`src/design/hpe_pkg.sv`:
```
`timescale 1ns / 1ps
// Shared types and constants for the Horner polynomial evaluator.
// Used by hpe_serial_mac and horner_polynomial_eval; depends on nothing.

package hpe_pkg;

    localparam int unsigned MAX_DEGREE_DEF = 15;
    localparam int unsigned DATA_W         = 32;
    localparam int unsigned FRAC_BITS      = 16;
    localparam int unsigned DIGIT_W        = 4;
    localparam int unsigned NUM_DIGITS     = DATA_W / DIGIT_W;
    localparam int unsigned DEG_W          = 4;
    localparam int unsigned PADDR_W        = 3;

    // register index, taken from paddr[2]
    localparam logic REG_DEGREE = 1'b0;

    localparam logic ACT_LOAD = 1'b0;
    localparam logic ACT_EVAL = 1'b1;

    typedef enum logic [1:0] {
        ST_IDLE,
        ST_MUL,
        ST_ADD
    } hpe_state_t;

    typedef struct packed {
        logic done;
        logic sat;
    } hpe_mac_stat_t;

endpackage

```
`src/design/hpe_ram.sv`:
```
`timescale 1ns / 1ps
// Generic single-write, single-read RAM with registered read data.
// No dependencies.

module hpe_ram #(
    parameter int unsigned WIDTH = 32,
    parameter int unsigned DEPTH = 16
) (
    input  logic                     clk,
    input  logic                     we,
    input  logic [$clog2(DEPTH)-1:0] waddr,
    input  logic [WIDTH-1:0]         wdata,
    input  logic                     re,
    input  logic [$clog2(DEPTH)-1:0] raddr,
    output logic [WIDTH-1:0]         rdata
);

    logic [WIDTH-1:0] mem_reg [DEPTH];
    logic [WIDTH-1:0] rdata_reg;

    always_ff @(posedge clk)
    begin
        if (we)
        begin
            mem_reg[waddr] <= wdata;
        end
        if (re)
        begin
            rdata_reg <= mem_reg[raddr];
        end
    end

    assign rdata = rdata_reg;

endmodule

```
`src/design/hpe_serial_mac.sv`:
```
`timescale 1ns / 1ps
// Digit-serial multiply unit followed by floor shift, coefficient add and saturation.
// Depends on hpe_pkg.

module hpe_serial_mac (
    input  logic                                clk,
    input  logic                                rst_n,
    input  logic                                start,
    input  logic signed [hpe_pkg::DATA_W-1:0]   mcand,
    input  logic signed [hpe_pkg::DATA_W-1:0]   mplier,
    input  logic signed [hpe_pkg::DATA_W-1:0]   coef,
    output logic signed [hpe_pkg::DATA_W-1:0]   result,
    output hpe_pkg::hpe_mac_stat_t              stat
);

    localparam int unsigned DW    = hpe_pkg::DATA_W;
    localparam int unsigned DGW   = hpe_pkg::DIGIT_W;
    localparam int unsigned ND    = hpe_pkg::NUM_DIGITS;
    localparam int unsigned CNT_W = (ND > 1) ? $clog2(ND) : 1;
    localparam int unsigned HI_W  = DW + DGW + 1;
    localparam int unsigned FB    = hpe_pkg::FRAC_BITS;
    // product after the floor shift: 2*DW-FB bits, sign included
    localparam int unsigned SH_W  = DW + DW - FB;
    localparam int unsigned SUM_W = SH_W + 1;

    logic signed [DW-1:0]    mcand_reg;
    logic [DW-1:0]           mplier_reg;
    logic signed [HI_W-1:0]  hi_reg;
    logic [DW-1:0]           lo_reg;
    logic [CNT_W-1:0]        cnt_reg;
    logic                    busy_reg;
    logic                    done_reg;

    logic                    last;
    logic signed [DGW:0]     dig;
    logic signed [HI_W-1:0]  pp;
    logic signed [HI_W:0]    t;
    logic signed [SH_W-1:0]  shifted;
    logic signed [SUM_W-1:0] sum;

    assign last = (cnt_reg == CNT_W'(ND - 1));

    always_comb
    begin
        // top digit carries the sign weight of the multiplier
        if (last)
        begin
            dig = {mplier_reg[DGW-1], mplier_reg[DGW-1:0]};
        end
        else
        begin
            dig = {1'b0, mplier_reg[DGW-1:0]};
        end
        pp = HI_W'(mcand_reg) * HI_W'(dig);
        t  = (HI_W + 1)'(hi_reg) + (HI_W + 1)'(pp);
    end

    always_ff @(posedge clk or negedge rst_n)
    begin
        if (!rst_n)
        begin
            busy_reg <= 1'b0;
            done_reg <= 1'b0;
            cnt_reg  <= '0;
        end
        else if (start)
        begin
            busy_reg <= 1'b1;
            done_reg <= 1'b0;
            cnt_reg  <= '0;
        end
        else if (busy_reg)
        begin
            busy_reg <= !last;
            done_reg <= last;
            cnt_reg  <= cnt_reg + CNT_W'(1);
        end
    end

    always_ff @(posedge clk)
    begin
        if (start)
        begin
            mcand_reg  <= mcand;
            mplier_reg <= mplier;
            hi_reg     <= '0;
            lo_reg     <= '0;
        end
        else if (busy_reg)
        begin
            mplier_reg <= mplier_reg >> DGW;
            hi_reg     <= HI_W'(t >>> DGW);
            lo_reg     <= {t[DGW-1:0], lo_reg[DW-1:DGW]};
        end
    end

    always_comb
    begin
        shifted = {hi_reg[DW-1:0], lo_reg[DW-1:FB]};
        sum     = SUM_W'(shifted) + SUM_W'(coef);
        stat.done = done_reg;
        if (sum > SUM_W'(signed'({1'b0, {(DW-1){1'b1}}})))
        begin
            result   = {1'b0, {(DW-1){1'b1}}};
            stat.sat = 1'b1;
        end
        else if (sum < SUM_W'(signed'({1'b1, {(DW-1){1'b0}}})))
        begin
            result   = {1'b1, {(DW-1){1'b0}}};
            stat.sat = 1'b1;
        end
        else
        begin
            result   = sum[DW-1:0];
            stat.sat = 1'b0;
        end
    end

endmodule

```
`src/design/horner_polynomial_eval.sv`:
```
`timescale 1ns / 1ps
// Horner polynomial evaluator top level: item channels, degree register, coefficient store.
// Depends on hpe_pkg, hpe_ram and hpe_serial_mac.

// A load item writes one coefficient. An evaluate item runs d+1 Horner steps, d
// being the degree clamped to MAX_DEGREE: each step runs the accumulator through a
// 4-bit-per-cycle serial multiplier, hands over to the add/saturate stage and adds
// the coefficient. Only one item is worked on at a time; a finished result sits in
// the output register while further loads are accepted, and a later evaluate waits
// on its last step until that register is free. Coefficients read as zero until
// loaded.

module horner_polynomial_eval #(
    parameter int unsigned MAX_DEGREE = hpe_pkg::MAX_DEGREE_DEF
) (
    input  logic                               clk,
    input  logic                               rst_n,

    input  logic                               in_valid,
    output logic                               in_ready,
    input  logic                               action,
    input  logic [hpe_pkg::DEG_W-1:0]          coef_index,
    input  logic signed [hpe_pkg::DATA_W-1:0]  coef_value,
    input  logic signed [hpe_pkg::DATA_W-1:0]  point,

    output logic                               out_valid,
    input  logic                               out_ready,
    output logic signed [hpe_pkg::DATA_W-1:0]  poly_value,
    output logic                               saturated,

    input  logic                               psel,
    input  logic                               penable,
    input  logic                               pwrite,
    input  logic [hpe_pkg::PADDR_W-1:0]        paddr,
    input  logic [31:0]                        pwdata,
    output logic [31:0]                        prdata,
    output logic                               pready
);

    localparam int unsigned DEPTH = MAX_DEGREE + 1;
    localparam int unsigned IDX_W = $clog2(DEPTH);
    localparam int unsigned DW    = hpe_pkg::DATA_W;
    localparam int unsigned DGW   = hpe_pkg::DEG_W;

    hpe_pkg::hpe_state_t    state_reg, state_next;
    logic [DGW-1:0]         degree_reg;
    logic [IDX_W-1:0]       k_reg;
    logic signed [DW-1:0]   x_reg;
    logic                   sat_reg;
    logic [DEPTH-1:0]       vld_reg;
    logic                   rd_vld_reg;
    logic                   out_valid_reg;
    logic signed [DW-1:0]   poly_value_reg;
    logic                   saturated_reg;

    logic [IDX_W-1:0]       top_idx;
    logic                   in_fire;
    logic                   eval_fire;
    logic                   load_fire;
    logic                   load_ok;
    logic                   rd_en;
    logic [IDX_W-1:0]       rd_addr;
    logic                   mac_start;
    logic signed [DW-1:0]   mac_a;
    logic signed [DW-1:0]   mac_x;
    logic signed [DW-1:0]   coef;
    logic [DW-1:0]          ram_rdata;
    logic signed [DW-1:0]   mac_result;
    hpe_pkg::hpe_mac_stat_t mac_stat;
    logic                   step_go;
    logic                   finish;
    logic                   cfg_wr;

    // configuration port
    assign pready = 1'b1;
    assign cfg_wr = psel && penable && pwrite && pready;

    always_comb
    begin
        if (paddr[2] == hpe_pkg::REG_DEGREE)
        begin
            prdata = 32'(degree_reg);
        end
        else
        begin
            prdata = '0;
        end
    end

    always_ff @(posedge clk or negedge rst_n)
    begin
        if (!rst_n)
        begin
            degree_reg <= '0;
        end
        else if (cfg_wr && (paddr[2] == hpe_pkg::REG_DEGREE))
        begin
            degree_reg <= pwdata[DGW-1:0];
        end
    end

    always_comb
    begin
        if (32'(degree_reg) > 32'(MAX_DEGREE))
        begin
            top_idx = IDX_W'(MAX_DEGREE);
        end
        else
        begin
            top_idx = IDX_W'(degree_reg);
        end
    end

    assign in_fire   = in_valid && in_ready;
    assign eval_fire = in_fire && (action == hpe_pkg::ACT_EVAL);
    assign load_fire = in_fire && (action == hpe_pkg::ACT_LOAD);
    assign load_ok   = load_fire && (32'(coef_index) <= 32'(MAX_DEGREE));
    assign coef      = rd_vld_reg ? signed'(ram_rdata) : '0;

    // next state
    always_comb
    begin
        state_next = state_reg;
        case (state_reg)
            hpe_pkg::ST_IDLE:
            begin
                if (eval_fire)
                begin
                    state_next = hpe_pkg::ST_MUL;
                end
            end
            hpe_pkg::ST_MUL:
            begin
                if (mac_stat.done)
                begin
                    state_next = hpe_pkg::ST_ADD;
                end
            end
            hpe_pkg::ST_ADD:
            begin
                if (step_go)
                begin
                    state_next = hpe_pkg::ST_MUL;
                end
                else if (finish)
                begin
                    state_next = hpe_pkg::ST_IDLE;
                end
            end
            default:
            begin
                state_next = hpe_pkg::ST_IDLE;
            end
        endcase
    end

    // outputs of the sequencer
    always_comb
    begin
        in_ready  = 1'b0;
        rd_en     = 1'b0;
        rd_addr   = top_idx;
        mac_start = 1'b0;
        mac_a     = mac_result;
        mac_x     = x_reg;
        step_go   = 1'b0;
        finish    = 1'b0;
        case (state_reg)
            hpe_pkg::ST_IDLE:
            begin
                in_ready  = 1'b1;
                rd_en     = eval_fire;
                mac_start = eval_fire;
                mac_a     = '0;
                mac_x     = point;
            end
            hpe_pkg::ST_ADD:
            begin
                if (k_reg != '0)
                begin
                    step_go   = 1'b1;
                    rd_en     = 1'b1;
                    rd_addr   = k_reg - IDX_W'(1);
                    mac_start = 1'b1;
                end
                else if (!out_valid_reg || out_ready)
                begin
                    finish = 1'b1;
                end
            end
            default:
            begin
            end
        endcase
    end

    always_ff @(posedge clk or negedge rst_n)
    begin
        if (!rst_n)
        begin
            state_reg     <= hpe_pkg::ST_IDLE;
            vld_reg       <= '0;
            out_valid_reg <= 1'b0;
        end
        else
        begin
            state_reg <= state_next;
            if (load_ok)
            begin
                vld_reg[IDX_W'(coef_index)] <= 1'b1;
            end
            if (finish)
            begin
                out_valid_reg <= 1'b1;
            end
            else if (out_ready)
            begin
                out_valid_reg <= 1'b0;
            end
        end
    end

    always_ff @(posedge clk)
    begin
        if (rd_en)
        begin
            rd_vld_reg <= vld_reg[rd_addr];
        end
        if (eval_fire)
        begin
            x_reg   <= point;
            k_reg   <= top_idx;
            sat_reg <= 1'b0;
        end
        else if (step_go || finish)
        begin
            sat_reg <= sat_reg | mac_stat.sat;
            if (step_go)
            begin
                k_reg <= k_reg - IDX_W'(1);
            end
        end
        if (finish)
        begin
            poly_value_reg <= mac_result;
            saturated_reg  <= sat_reg | mac_stat.sat;
        end
    end

    assign out_valid  = out_valid_reg;
    assign poly_value = poly_value_reg;
    assign saturated  = saturated_reg;

    hpe_ram #(
        .WIDTH (DW),
        .DEPTH (DEPTH)
    ) u_coef_ram (
        .clk   (clk),
        .we    (load_ok),
        .waddr (IDX_W'(coef_index)),
        .wdata (coef_value),
        .re    (rd_en),
        .raddr (rd_addr),
        .rdata (ram_rdata)
    );

    hpe_serial_mac u_mac (
        .clk    (clk),
        .rst_n  (rst_n),
        .start  (mac_start),
        .mcand  (mac_a),
        .mplier (mac_x),
        .coef   (coef),
        .result (mac_result),
        .stat   (mac_stat)
    );

`ifndef ASSERT_OFF
    // the add stage is only reached once the serial product is complete
    a_add_after_done: assert property (@(posedge clk) disable iff (!rst_n)
        (state_reg == hpe_pkg::ST_ADD) |-> mac_stat.done)
        else $error("add stage entered before product complete");

    // an evaluate starts at the clamped top coefficient
    a_eval_start: assert property (@(posedge clk) disable iff (!rst_n)
        eval_fire |=> (state_reg == hpe_pkg::ST_MUL) && (k_reg == $past(top_idx)))
        else $error("evaluate did not start at top coefficient");

    // each step moves one coefficient down
    a_step_down: assert property (@(posedge clk) disable iff (!rst_n)
        step_go |=> (k_reg == $past(k_reg) - IDX_W'(1)))
        else $error("step index did not decrement");

    // a result is only written when the output register is free or being drained
    a_no_overwrite: assert property (@(posedge clk) disable iff (!rst_n)
        finish |-> (!out_valid_reg || out_ready))
        else $error("result overwritten while waiting");
`endif

endmodule
```
`config.mk`:
```
export PLATFORM = sky130hd
export DESIGN_NAME = horner_polynomial_eval
export DESIGN_NICKNAME = d
export VERILOG_FILES = /design/src/design/hpe_pkg.sv /design/src/design/hpe_ram.sv /design/src/design/hpe_serial_mac.sv /design/src/design/horner_polynomial_eval.sv
export SDC_FILE = /design/constraint.sdc
export NUM_CORES = 1
export LEC_CHECK = 0
export BUFFER_PORTS_ARGS = -buffer_cell sky130_fd_sc_hd__buf_2
export CORE_ASPECT_RATIO = 1.5
export CORE_UTILIZATION = 50
export DETAILED_ROUTE_END_ITERATION = 6
export PLACE_DENSITY = 0.67
export SYNTH_ARGS = -nofsm -noshare
export SYNTH_HDL_FRONTEND = slang
export SYNTH_SLANG_ARGS = --single-unit
```
`constraint.sdc`:
```
create_clock -name clk -period 12.2 [get_ports clk]
set_input_delay 1.22 -clock clk [delete_from_list [all_inputs] [get_ports clk]]
set_output_delay 1.22 -clock clk [all_outputs]
set_load 0.1 [all_outputs]
```
Word-level counts from Yosys, hierarchy flattened

Memories as Yosys holds them, arrays and structs flattened. A register that Yosys moved wholly into a read port is not among the register bits.
Index checks and enable logic that the tools add are counted.

Equal/unequal tests: 6
$lt $le $gt $ge: 5
Bitwise operators: 4
$mul: 1
Add/sub/neg operators: 4
Reductions and logical operators: 19
Mux-type cells: 41

Operators by type and width:

| cell                                                                                 | number |
|---|---|
| 32-bit 2-to-1 mux                                                                    | 6 |
| 48-bit by 32-bit adder with 49-bit output                                            | 1 |
| 49-bit by 32-bit greater-than comparator with 1-bit output (second input constant)   | 1 |
| 49-bit by 32-bit less-than comparator with 1-bit output (second input constant)      | 1 |
| 34-bit by 37-bit adder with 38-bit output                                            | 1 |
| 32-bit by 5-bit multiplier with 37-bit output                                        | 1 |
| 4-bit 2-to-1 mux                                                                     | 6 |
| 1-bit 2-to-1 mux                                                                     | 18 |
| 16-bit bitwise OR                                                                    | 1 |
| 4-bit by 5-bit less-than comparator with 1-bit output (second input constant)        | 2 |
| 2-bit 2-to-1 mux                                                                     | 4 |
| 2-bit nonzero test                                                                   | 4 |
| 1-bit logical AND                                                                    | 7 |
| 3-bit 2-to-1 mux                                                                     | 2 |
| 2-bit case mux with 3 select lines                                                   | 1 |
| 5-bit 2-to-1 mux                                                                     | 1 |
| 1-bit binary-select mux with 4-bit select                                            | 1 |
| 1-bit demux with 4-bit select                                                        | 1 |
| 4-bit by 1-bit greater-or-equal comparator with 1-bit output (second input constant) | 1 |
| 4-bit nonzero test                                                                   | 1 |
| 4-bit by 1-bit subtractor with 4-bit output (second input constant)                  | 1 |
| 3-bit by 1-bit adder with 3-bit output (second input constant)                       | 1 |
| 3-bit equality test (second input constant)                                          | 1 |
| 3-bit inequality test (second input constant)                                        | 1 |
| other kinds (12)                                                                     | 15 |

Input port bits: 111
Output and inout port bits: 68
Register bits: 229
Memories: 1
Logic and storage cells: 98
Memory bits (writable): 512

Memory list:

| name               | words | bits a word | read ports | clocked after memory_dff | wr ports | line          | text |
|---|---|---|---|---|---|---|---|
| u_coef_ram.mem_reg | 16    | 32          | 1          | 1                        | 1        | hpe_ram.sv:18 | `logic [WIDTH-1:0] mem_reg [DEPTH];` |

Longest topological paths before layout

Word-level depth: 8
Gate-level depth with buffers: 23
Mapped depth without buffers: 22

Modules after synthesis

A second synthesis with hierarchy kept.

Cells, all modules: 2,732
Area, all modules: 38,791.0 um^2

By module, submodules not included:

| module                 | seq. area each (um^2) | area an instance (um^2) | cells an instance | times used |
|---|---|---|---|---|
| hpe_ram                | 16,335.7              | 20,155.6                | 838               | 1 |
| hpe_serial_mac         | 3,047.9               | 14,152.3                | 1,551             | 1 |
| horner_polynomial_eval | 2,697.6               | 4,483.0                 | 343               | 1 |

Least setup slack after synthesis

OpenSTA, ideal clock, no wires.

Kind: flip-flop to flip-flop
Start: register u_mac.cnt_reg[0]
End: register u_mac.hi_reg[32]
Library setup time: 0.155 ns
Path slack: 6.091 ns
Cell stages (with the launch flop): 23
Clock period less this slack: 6.109 ns
Path buffers: 1
Arrival time: 5.954 ns
Required time: 12.045 ns
Cell sequence: dfrtp_1 -> ha_1 -> ha_1 -> nand2_1 -> clkbuf_1 -> inv_1 -> fa_1 -> inv_1 -> fa_1 -> fa_1 -> inv_1 -> fa_1 -> ha_1 -> a21o_1 -> a21o_1 -> a2111oi_0 -> or3b_2 -> a2111o_1 -> nand2_1 -> a2111oi_0 -> o31ai_1 -> xnor2_1 -> o22ai_1

Word-level cells in the longest chain between the ends: 4

RTL lines:

| item                                          | line                 | text |
|---|---|---|
| start, declared                               | hpe_serial_mac.sv:30 | `logic [CNT_W-1:0] cnt_reg;` |
| start signal, assigned                        | hpe_serial_mac.sv:76 | `cnt_reg <= cnt_reg + CNT_W'(1);` |
| 3-bit equality test                           | hpe_serial_mac.sv:41 | `assign last = (cnt_reg == CNT_W'(ND - 1));` |
| 5-bit 2-to-1 mux                              | hpe_serial_mac.sv:46 | `if (last)` |
| 32-bit by 5-bit multiplier with 37-bit output | hpe_serial_mac.sv:54 | `pp = HI_W'(mcand_reg) * HI_W'(dig);` |
| 34-bit by 37-bit adder with 38-bit output     | hpe_serial_mac.sv:55 | `t = (HI_W + 1)'(hi_reg) + (HI_W + 1)'(pp);` |
| end signal, assigned                          | hpe_serial_mac.sv:92 | `hi_reg <= HI_W'(t >>> DGW);` |
| end, declared                                 | hpe_serial_mac.sv:28 | `logic signed [HI_W-1:0] hi_reg;` |

No other way between the ends.
A chain may end at the register's enable or synchronous reset.

Worst setup path in the final report

Start: register u_mac.cnt_reg[0]
End: register u_mac.hi_reg[28]

Same word-level chain as after synthesis.

==> out/summary.md <==
### Run status
• finished, violations left — run status
• design-rule violations — failing checks

### Clocking
• 3 — worst-case clock buffer depth
• 0 — cts hold-fix bufs
• 0 — PostCTS Resize Cnt
• 757 — Sinks on Clock Net
• 0.07 ns — Clk pin slew, worst setup/hold paths
• 0 — number of post-CTS setup repair buffers
• yes — CTS tree
• 3 — H-tree Lvls
• 72 — TritonCTS buffer count
• 0.65 ns — Skew-Pair Late Insertion Delay
• clkbuf_16 — master cell of the clock root buffer

### Critical path
• u_mac.cnt_reg[0] — Worst R2R Start
• a2111oi_0 — standard cell with the maximum stage delay on the critical path
• 0.63 ns — crit-path max cell delay
• 12.69 ns — required time at the endpoint of the critical path
• register — startpoint class of the critical path
• 4 — critical path buffer and inverter count
• u_mac.hi_reg[28] — R2R Path End
• 23 — logic depth of the worst setup path including buffers
• adder cells — family with the most delay on the worst path
• 7.21 ns — signal arrival time at the worst endpoint
• 33 — highest net fanout along the worst path
• u_mac.cnt_reg[0] — worst setup path start
• register — endpoint class of the critical path
• ha_1, ha_1, nand2_1, buf_4, or2_2, fa_1, fa_1, fa_1, inv_1, fa_1, ha_1, a21o_1, a21o_1, a2111oi_0, buf_4, or3b_2, a2111o_1, nand2_1, a2111oi_0, buf_4, o21bai_1, xnor2_1, o21ai_0 — worst-path cell chain
• 5.48 ns — reg-to-reg slack, setup
• fa_1 — most used cell, CP
• u_mac.hi_reg[28] — last element of the critical path
• reg2reg — category of the most critical setup path
• 23 — number of cells traversed by the worst register-to-register path

### Layout
• 512 — flip-flop count of the largest register, all copies and words added
• 3,877 — net count of the finished layout
• 10.05% — area growth from synthesis to layout
• 6,691 — Filler cells
• 10.70% — fraction of layout instances using a drive strength above 1
• 0 — number of antenna repair diodes

### Synth
• 757 — #FFs+latches synth
• 678 — number of flops mapped to enable cells by yosys
• edfxtp_1 — flip-flop cell with the highest count after synthesis
• 11.61 sq um — average cell area after synthesis
• 54.95% — share of synthesized area occupied by flip-flops and latches
• 3,461 — Post-Synthesis Cells
• 0 — Syn. warnings
• 0.04019 sq mm — Post-Synthesis Cell Area
• 3.699% — share of synthesized flip-flops with an asynchronous set or reset
• 92 — Distinct cells, synth

### Die
• 127 — floorplan row count
• 233.5 um — Die X-Extent
• 50.38% — initial core utilization
• 179 — number of I/O pins
• 0.07977 sq mm — area of the placeable core
• 0.08153 sq mm — full die area
• 349.2 um — Die Ht

### Global route
• 25.21% — Overall Global Routing Usage
• 0 — total congestion overflow
• 6 — antenna violations before repair
• 207 — pin count of the biggest net entering global routing
• 26.59k — via count of the first global-routing pass
• 153,800 um — wire length of the first global-routing pass

### Timing
• 148.9 MHz — maximum clock rate
• 0 — final setup fails
• 0.03322 ns — Fin Clk Skew
• 0 — number of slew-limit violations in the final report
• 24.91% — Slew HR
• 55.05% — fraction of the cycle the final worst path needs
• 0 — number of hold violations in the final report
• 6.717 ns — minimum period implied by the final worst setup slack
• false — setup repair after global routing missed its margin
• 1.126 ns — measured slew at the worst slew-check pin
• 0 ns — aggregate negative setup slack

### Place
• 119 — number of buffers added on ports
• 65,460 um — Detail Placement HPWL
• 0.9745 — weighted congestion at the end of routability-driven global placement

### Detailed routing
• 1,997 — 1st-iter DRT viols
• 22.09 um — average wire per cell in the routed design
• 0 — residual antenna-violating net count after detailed routing
• 26.54k — DR vias
• 10 — DRC violations left
• 7 — First-pass DRT Iterations
• 101,500 um — Total Routed Length
• 5.778 — vias per std cell

### Min path
• reg2reg — path type of the worst min-delay path

### Flow run
• 0 — max-cap check violation count

routing by layer:
metal / global-route usage (%) / vias up / share of wire (%)
met5: 0 / - / 0.057
met4: 13.61 / 10 / 5.5
met3: 3.778 / 238 / 4.5
met2: 46.34 / 682 / 54
met1: 27.54 / 13079 / 36
li1: - / 12534 / -
kinds of logic (layout without fill, tap and decap cells):
group / count (synthesis) / in the layout / share of synthesized area [%]
compound gates: 758 / 758 / 13.06
xor+xnor: 71 / 71 / 1.547
fa+ha+maj: 260 / 260 / 10.60
buf+inv: 452 / 526 / 4.630
flops: 757 / 757 / 54.95
mux: 75 / 75 / 1.884
other cells: 2 / 29 / 0.01869
simple gates: 1086 / 1086 / 13.32
worst reg2reg max path, stage by stage, from the launching register on:
cell and delay [ns]:
dfrtp_1 0.37, ha_1 0.17, ha_1 0.18, nand2_1 0.06, buf_4 0.27, or2_2 0.35
fa_1 0.51, fa_1 0.53, fa_1 0.56, inv_1 0.06, fa_1 0.47, ha_1 0.31
a21o_1 0.19, a21o_1 0.22, a2111oi_0 0.63, buf_4 0.23, or3b_2 0.15, a2111o_1 0.17
nand2_1 0.14, a2111oi_0 0.44, buf_4 0.21, o21bai_1 0.08, xnor2_1 0.17, o21ai_0 0.09
cell type report:
class / count / area [sq um] / share of cell area [%]
Inverter: 229 / 864.6 / 1.955
Tap cell: 1032 / 1291 / 2.920
Multi-Input combinational cell: 2279 / 16550 / 37.41
Timing Repair Buffer: 167 / 993.5 / 2.246
Clock buffer: 87 / 1901 / 4.297
Sequential cell: 757 / 22080 / 49.93
Clock inverter: 43 / 546.8 / 1.236
cell usage in the layout, fill, tap and decap left out, types with 15 or more instances in the layout:
| cell | n |
|---|---|
| xor2_1 | 32 |
| mux2i_1 | 69 |
| a21oi_1 | 164 |
| nor2b_1 | 46 |
| and2_1 | 249 |
| buf_4 | 45 |
| clkbuf_16 | 74 |
| a21o_1 | 45 |
| edfxtp_1 | 678 |
| o21ai_0 | 41 |
| nor2_1 | 153 |
| o211ai_1 | 15 |
| o21ai_2 | 29 |
| ha_1 | 126 |
| dfrtp_1 | 27 |
| inv_1 | 228 |
| conb_1 | 29 |
| nand3_1 | 78 |
| a31oi_1 | 104 |
| nor3_1 | 23 |
| xnor2_1 | 39 |
| fa_1 | 134 |
| nand4_1 | 23 |
| a311oi_1 | 38 |
| nand2_1 | 401 |
| a211oi_1 | 207 |
| or2_2 | 22 |
| dfxtp_1 | 51 |
| buf_2 | 119 |
how the worst min path moves through the flow:
stage	startpoint	end	slack, ns	cells after the start
finish	vld_reg[9]	vld_reg[9]	0.46	1
floorplan	vld_reg[1]	vld_reg[1]	0.43	1
global placement	vld_reg[1]	vld_reg[1]	0.44	1
detailed placement	vld_reg[9]	vld_reg[9]	0.45	1
global route	vld_reg[0]	vld_reg[0]	0.48	1
CTS	vld_reg[9]	vld_reg[9]	0.46	1
stage by stage:
step	std cells	utilization (%)	cell area [sq um]	worst slack, ns	hold slack (ns)
2_1_floorplan	3488	-	40290	6.091	0.4301
3_3_place_gp	4464	52.37	41780	5.538	0.4435
3_5_place_dp	4464	52.37	41780	5.503	0.4455
4_1_cts	4594	55.44	44230	5.447	0.4624
5_1_grt	4594	55.44	44230	5.052	0.4843
6_report	4594	55.44	44230	5.483	0.4631
Yosys cell counts, types with 32 or more instances:
library cell | n | area (sq um)
a311oi_1 | 38 | 332.8
dfxtp_1 | 51 | 1021
fa_1 | 134 | 2683
a31oi_1 | 105 | 656.9
xnor2_1 | 39 | 341.6
ha_1 | 126 | 1577
nand2_1 | 401 | 1505
xor2_1 | 32 | 280.3
a21o_1 | 46 | 345.3
mux2i_1 | 70 | 700.7
nor2b_1 | 47 | 294.0
a211oi_1 | 207 | 1554
nand3_1 | 78 | 390.4
clkbuf_1 | 160 | 600.6
a21oi_1 | 165 | 825.8
inv_1 | 228 | 855.8
nor2_1 | 165 | 619.3
edfxtp_1 | 678 | 20360
o21ai_0 | 41 | 205.2
and2_1 | 249 | 1558
Power is not shown: default switching activity piles up to over one toggle a cycle in this logic, so the estimate is an artifact.
